===== config.mk =====
export PLATFORM = sky130hd
export DESIGN_NAME = ascending_selection_sort
export DESIGN_NICKNAME = d
export VERILOG_FILES = /design/src/hw/rtl/selsort_pkg.sv /design/src/hw/rtl/selsort_ctrl.sv /design/src/hw/rtl/selsort_dp.sv /design/src/hw/rtl/ascending_selection_sort.sv
export SDC_FILE = /design/constraint.sdc
export NUM_CORES = 2
export LEC_CHECK = 0
export BUFFER_PORTS_ARGS = -buffer_cell sky130_fd_sc_hd__buf_2
export CORE_MARGIN = 10
export CORE_UTILIZATION = 53
export DETAILED_ROUTE_END_ITERATION = 16
export PLACE_DENSITY_LB_ADDON = 0.2
export SLEW_MARGIN = 20
export SYNTH_ARGS = -nofsm -noshare
export SYNTH_HDL_FRONTEND = slang
export SYNTH_SLANG_ARGS = --single-unit

===== constraint.sdc =====
create_clock -name i_clk -period 7.5 [get_ports i_clk]
set_clock_uncertainty 0.1 [all_clocks]
set_input_delay 0.375 -clock i_clk [delete_from_list [all_inputs] [get_ports i_clk]]
set_output_delay 0.375 -clock i_clk [all_outputs]
set_load 0.03 [all_outputs]

===== src/hw/rtl/selsort_pkg.sv =====
// Shared types, sizes and the ordering key function for the selection sorter.
package selsort_pkg;

    // Capacity of one batch.
    localparam int MAX_ITEMS = 32;
    // Bits of an element index and of the element count (count may equal capacity).
    localparam int IDX_W = $clog2(MAX_ITEMS);
    localparam int CNT_W = $clog2(MAX_ITEMS + 1);

    localparam logic [63:0] SIGN_BIT = 64'h8000_0000_0000_0000;

    typedef struct packed {
        logic [63:0] value;
        logic        last;
    } t_in_item;

    typedef struct packed {
        logic [63:0] sorted_value;
        logic        final_res;
        logic        overflow;
    } t_out_item;

    // Commands from the controller to the datapath.
    typedef struct packed {
        logic load;     // store the incoming element
        logic sort_go;  // start the first selection pass
        logic scan_rd;  // read the next element of the current pass
        logic emit;     // deliver the minimum and complete the swap
    } t_cmd;

    // Status from the datapath to the controller.
    typedef struct packed {
        logic scan_end; // the read issued now is the last of the pass
        logic pos_last; // the current position is the last of the batch
    } t_stat;

    // Maps a double bit pattern to an unsigned key with the same order.
    // Negative zero maps onto positive zero.
    function automatic logic [63:0] order_key(input logic [63:0] bits);
        logic [63:0] b;
        b = (bits == SIGN_BIT) ? 64'd0 : bits;
        if (b[63]) begin
            return ~b;
        end
        return b | SIGN_BIT;
    endfunction

endpackage


===== src/hw/rtl/selsort_ctrl.sv =====
// Controller state machine of the selection sorter.
module selsort_ctrl
    import selsort_pkg::*;
(
    input  logic     i_clk,
    input  logic     i_rst_n,
    input  logic     start,
    input  logic     i_last,
    input  t_stat    i_stat,
    output t_cmd     o_cmd,
    output logic     busy
);

    typedef enum logic [2:0] {
        S_IDLE = 3'b001,
        S_SCAN = 3'b010,
        S_LAST = 3'b100
    } t_state;

    t_state r_state;
    t_state n_state;

    always_ff @(posedge i_clk) begin
        if (!i_rst_n) begin
            r_state <= S_IDLE;
        end else begin
            r_state <= n_state;
        end
    end

    always_comb begin
        n_state       = r_state;
        o_cmd         = '0;
        unique case (r_state)
            S_IDLE: begin
                if (start) begin
                    o_cmd.load = 1'b1;
                    if (i_last) begin
                        o_cmd.sort_go = 1'b1;
                        n_state       = S_SCAN;
                    end
                end
            end
            S_SCAN: begin
                o_cmd.scan_rd = 1'b1;
                if (i_stat.scan_end) begin
                    n_state = S_LAST;
                end
            end
            S_LAST: begin
                o_cmd.emit = 1'b1;
                n_state    = i_stat.pos_last ? S_IDLE : S_SCAN;
            end
            default: begin
                n_state = S_IDLE;
            end
        endcase
    end

    assign busy = (r_state != S_IDLE);

endmodule


===== src/hw/rtl/selsort_dp.sv =====
// Datapath of the selection sorter: element memory, counters and minimum search.
module selsort_dp
    import selsort_pkg::*;
(
    input  logic      i_clk,
    input  logic      i_rst_n,
    input  t_cmd      i_cmd,
    input  t_in_item  i_item,
    output t_stat     o_stat,
    output logic      o_strobe,
    output t_out_item o_result
);

    logic [63:0]      mem [MAX_ITEMS];
    logic [63:0]      r_rd_data;
    logic             r_rd_vld;
    logic [IDX_W-1:0] r_rd_idx;

    logic [CNT_W-1:0] r_count;
    logic             r_ovf;
    logic [IDX_W-1:0] r_pos;
    logic [IDX_W-1:0] r_j;

    logic [63:0]      r_best_val;
    logic [IDX_W-1:0] r_best_idx;
    logic [63:0]      r_first;
    logic [63:0]      n_best_val;
    logic [IDX_W-1:0] n_best_idx;
    logic [63:0]      n_first;

    logic             full;
    logic [CNT_W-1:0] count_m1;

    assign full            = (r_count == CNT_W'(MAX_ITEMS));
    assign count_m1        = r_count - CNT_W'(1);
    assign o_stat.scan_end = (CNT_W'(r_j) == count_m1);
    assign o_stat.pos_last = (CNT_W'(r_pos) == count_m1);

    // Element memory: one write port, one registered read port.
    always_ff @(posedge i_clk) begin
        if (i_cmd.load && !full) begin
            mem[r_count[IDX_W-1:0]] <= i_item.value;
        end else if (i_cmd.emit) begin
            mem[n_best_idx] <= n_first;
        end
        r_rd_data <= mem[r_j];
        r_rd_idx  <= r_j;
    end

    // Running minimum; the first read of a pass is the element at the position.
    always_comb begin
        n_best_val = r_best_val;
        n_best_idx = r_best_idx;
        n_first    = r_first;
        if (r_rd_vld) begin
            if (r_rd_idx == r_pos) begin
                n_best_val = r_rd_data;
                n_best_idx = r_pos;
                n_first    = r_rd_data;
            end else if (order_key(r_rd_data) < order_key(r_best_val)) begin
                n_best_val = r_rd_data;
                n_best_idx = r_rd_idx;
            end
        end
    end

    always_ff @(posedge i_clk) begin
        r_best_val <= n_best_val;
        r_best_idx <= n_best_idx;
        r_first    <= n_first;
        if (i_cmd.emit) begin
            o_result.sorted_value <= n_best_val;
            o_result.final_res    <= o_stat.pos_last;
            o_result.overflow     <= r_ovf;
        end
    end

    always_ff @(posedge i_clk) begin
        if (!i_rst_n) begin
            r_count  <= '0;
            r_ovf    <= 1'b0;
            r_pos    <= '0;
            r_j      <= '0;
            r_rd_vld <= 1'b0;
            o_strobe <= 1'b0;
        end else begin
            r_rd_vld <= i_cmd.scan_rd;
            o_strobe <= i_cmd.emit;
            if (i_cmd.load) begin
                if (full) begin
                    r_ovf <= 1'b1;
                end else begin
                    r_count <= r_count + CNT_W'(1);
                end
            end
            if (i_cmd.sort_go) begin
                r_pos <= '0;
                r_j   <= '0;
            end else if (i_cmd.scan_rd) begin
                r_j <= r_j + IDX_W'(1);
            end else if (i_cmd.emit) begin
                r_pos <= r_pos + IDX_W'(1);
                r_j   <= r_pos + IDX_W'(1);
                if (o_stat.pos_last) begin
                    r_count <= '0;
                    r_ovf   <= 1'b0;
                end
            end
        end
    end

endmodule


===== src/hw/rtl/ascending_selection_sort.sv =====
// Top level of the batch selection sorter for double bit patterns.
//
//  Channel  | Handshake              | Payload               | Direction
//  ---------+------------------------+-----------------------+----------
//  element  | start high, busy low   | i_item (value, last)  | in
//  result   | o_strobe, one cycle    | o_result (sorted_value,| out
//           |                        |   final_res, overflow)|
//
// Loading accepts one element per cycle; busy stays low while a batch fills.
// After the element marked last, pass p (p = 0 .. n-1) reads the remaining
// n-p elements one per cycle from the single read port of the element
// memory and then delivers the minimum of the pass.
// Reset is synchronous and active low; no clearing pass is needed.
// The receiver cannot stall: each result transfer lasts exactly one cycle.
module ascending_selection_sort
    import selsort_pkg::*;
(
    input  logic      i_clk,
    input  logic      i_rst_n,
    input  logic      start,
    input  t_in_item  i_item,
    output logic      busy,
    output logic      o_strobe,
    output t_out_item o_result
);

    // The controller sequences loading, the scan of each pass and the
    // delivery of each minimum. The datapath owns the memory and counters.
    t_cmd  cmd;
    t_stat stat;

    selsort_ctrl u_ctrl (
        .i_clk   (i_clk),
        .i_rst_n (i_rst_n),
        .start   (start),
        .i_last  (i_item.last),
        .i_stat  (stat),
        .o_cmd   (cmd),
        .busy    (busy)
    );

    // Each delivery writes the element that stood at the current position
    // into the slot where the minimum was found, completing the swap, while
    // the minimum itself goes straight to the result register.
    selsort_dp u_dp (
        .i_clk    (i_clk),
        .i_rst_n  (i_rst_n),
        .i_cmd    (cmd),
        .i_item   (i_item),
        .o_stat   (stat),
        .o_strobe (o_strobe),
        .o_result (o_result)
    );

endmodule


==> flow_metrics.tcl <==
set metrics [dict create \
    wl_per_cell_um 33.0 \
    finalSetupTns_ps 0 \
    syn-num-nets 4670 \
    synth-edff-count 2114 \
    setup_ws_ps 598 \
    clockBufferDepth 3 \
    post-route-period-util 0.920 \
    ioPinCount 136 \
    path_class "register to register" \
    drive_gt1_frac 0.287 \
    antenna_found_initial 14 \
    die_y_um 434 \
    ff2ff_setup_slack_ps 600 \
    r2r-start "u_dp.r_rd_data[35]" \
    cts_made_buffers 225 \
    core_um2 170000 \
    ys_seq_area_frac 0.749 \
    status "completed" \
    numPortBuffers 135 \
    synth_ff_type "edfxtp_1" \
    synth-xor-area-share 0.0153 \
    die_area_um2 188000 \
    nNetsFinal 4997 \
    use_met2 0.406 \
    grt_pass1_wl_um 343000 \
    r2r_cells 18 \
    grt_pass1_vias 45154 \
    pre_cts_slack_ps 684 \
    worst_slew_pin_slew_ps 1090 \
    cts-root-buf "clkbuf_16" \
    finalMaxSlewViolations 0 \
    hp-class "input port to register" \
    critPathLaunchType "register" \
    synthSimpleGateAreaFrac 0.0407 \
    grt-busiest-layer "met2" \
    dp_hpwl_um 151000 \
    holdPathEnd "u_dp.mem[17][11]" \
    async_reset_ff_frac 0 \
    vias 45680 \
    dpl-instance-area_um2 95800 \
    syn_area_per_cell_um2 20.0 \
    rsz0062_at_grt "false" \
    synth_compound_area_frac 0.00814 \
    crit_arrival_ps 7410 \
    period_needed_ps 6900 \
    drc_errors 0 \
    powerDensity_nw_per_um2 291 \
    synth-warning-count 0 \
    whs_path_depth 4 \
    ys_types 56 \
    hold_start "i_item[12]" \
    grt_use_total 0.257 \
    grt_max_degree 140 \
    synth_top_family_by_area "multiplexers" \
    design_area_um2 103000 \
    clk-insertion-delay-late_ps 880 \
    finalHoldViolations 0 \
    worstPathRequired_ps 8010 \
    irDropWorstVdd_uv 239 \
    cp-end-kind "register" \
    routabilityCongestion 0.852 \
    synthAdderAreaFrac 0.00911 \
    cap_violations 0 \
    overflow 0 \
    critPathMaxFanout 23 \
    grtUsageMet1 0.370 \
    syn_inst 4536 \
    fp.dieW_um 434 \
    slew_headroom 0.272 \
    synth_mux_area_frac 0.167 \
    fmax_mhz 145 \
    drt_wl_total_um 240000 \
    clock_sinks 2338 \
    cts-htree-levels 4 \
    cts_tree "yes" \
    rows 151 \
    final_core_util 0.609 \
    r2r_end "u_dp.mem[27][5]" \
    dr.pass1.iters 5 \
    p_leak_nw 33.3 \
    drt_iter0_drc 5518 \
    area_growth_pct 13.9 \
    met3_usage 0.0524 \
    ant_nets 0 \
    cts.clk_slew.worst_paths_ps 60 \
    setup_viol 0 \
    synthesis.area_um2 90700 \
    ys_ff_latch 2338 \
    viasPerCell 6.27 \
    start_util 0.534 \
]
[final cells by class]
class	count	area, um^2
Antenna cell	4	10.0
Fill cell	11855	66300
Tap cell	2218	2780
Multi-Input combinational cell	1947	22100
Inverter	14	57.6
Sequential cell	2338	68000
Timing Repair Buffer	337	2970
Clock buffer	297	6090
Clock inverter	128	1290
[cells in the mapped netlist (all sizes together), types with 4 or more instances]
cell type / number / area (um^2)
edfxtp: 2114 / 63500
dfxtp: 224 / 4480
a31oi: 6 / 43.8
a21o: 10 / 75.1
mux2: 64 / 721
or3: 8 / 50.1
clkbuf: 194 / 728
a211oi: 6 / 45.0
nor4: 32 / 215
nor2: 127 / 477
nor3: 9 / 45.0
buf: 43 / 163
and2: 5 / 31.3
ha: 66 / 826
nand2: 667 / 2500
xnor2: 79 / 692
nand4: 21 / 131
o211ai: 5 / 42.5
nand3b: 4 / 30.0
a21oi: 36 / 180
inv: 14 / 52.6
mux4: 640 / 14400
xor2: 79 / 692
o21ai: 20 / 100
o21a: 5 / 37.5
o31ai: 4 / 40.0
nand3: 19 / 95.1
[cells in the final DEF, fill, tap and decap left out, types with 54 or more instances in the layout]
cell type and n:
buf_12 61, xor2_1 79, edfxtp_1 2114, buf_4 134, ha_1 66, nand2_1 644
mux4_2 640, xnor2_1 79, clkbuf_16 226, mux2_2 64, buf_2 135, nor2_1 94
clkbuf_1 54, dfxtp_1 217
[worst max-delay path by stage]
stage	from	to	slack, ps	cells after the start
4_1_cts	u_dp.r_rd_data[16]	u_dp.mem[27][11]	680	18
5_1_grt	u_dp.r_rd_data[16]	u_dp.mem[27][5]	360	18
3_5_place_dp	u_dp.r_rd_data[16]	u_dp.mem[27][11]	680	18
2_1_floorplan	u_dp.r_rd_data[6]	u_dp.mem[0][0]	120	17
3_3_place_gp	u_dp.r_rd_data[2]	u_dp.mem[27][14]	340	18
6_report	u_dp.r_rd_data[35]	u_dp.mem[27][5]	600	18
[sequential cells by signal, summed over array words and instances (netlist names)]
signal	cells
u_ctrl.r_state	3
u_dp.r_count	6
u_dp.r_first	64
u_dp.r_rd_vld	1
u_dp.o_result	66
u_dp.o_strobe	1
u_dp.r_best_val	64
u_dp.r_j	5
u_dp.r_best_idx	5
u_dp.r_ovf	1
u_dp.r_rd_idx	5
u_dp.mem	2048
u_dp.r_pos	5
u_dp.r_rd_data	64
[power breakdown]
group	leakage [nW]	switching [mW]	internal (mW)	total [mW]
combinational	8.82	2.22	1.39	3.62
clock	3.59	4.88	6.39	11.3
sequential	20.9	0.399	14.8	15.2
[cells by family (layout without fill, tap and decap cells)]
family | Yosys count | in the layout
DFF | 2338 | 2338
and+or+nand+nor | 908 | 908
muxes | 704 | 704
buffers and inverters | 251 | 776
xor gates and xnor gates | 158 | 158
AOI/OAI and AO/OA | 111 | 111
adders and majority gates | 66 | 66
other | 0 | 4
[what timing repair did]
action,in CTS,in global routing
buffers inserted,0,0
hold endpoints to repair,33,0
resized for setup,0,0
hold buffers,7,0
[routing by layer]
layer,part of all wire,vias to the layer above,wire (um)
met5,0.000037,-,9
met4,0.025,2,5930
met3,0.089,285,21500
met2,0.48,2081,116000
met1,0.40,24452,96800
li1,-,18860,-
[metrics by stage]
step	hold WS (ps)	cells	power, mW
3_5_place_dp	333	6847	19.0
6_report	59.8	7283	30.1
5_1_grt	61.0	7279	31.1
2_1_floorplan	229	4536	17.6
3_3_place_gp	328	6847	19.0
4_1_cts	4.52	7279	30.2
[critical path: stages (launching register included)]
cell and delay [ps]:
dfxtp_1 540, nor4_2 980, nand4_1 310, nor4_4 420
buf_4 310, nor2_1 80, ha_1 300, a2111oi_0 380
o21ai_0 190, o211ai_1 140, nand4_1 120, a31o_1 250
a41oi_2 260, a31o_2 270, a21oi_1 80, o32a_1 350
a31oi_2 890, nor2_4 310, buf_4 300
(Power assumes the default switching activity.)
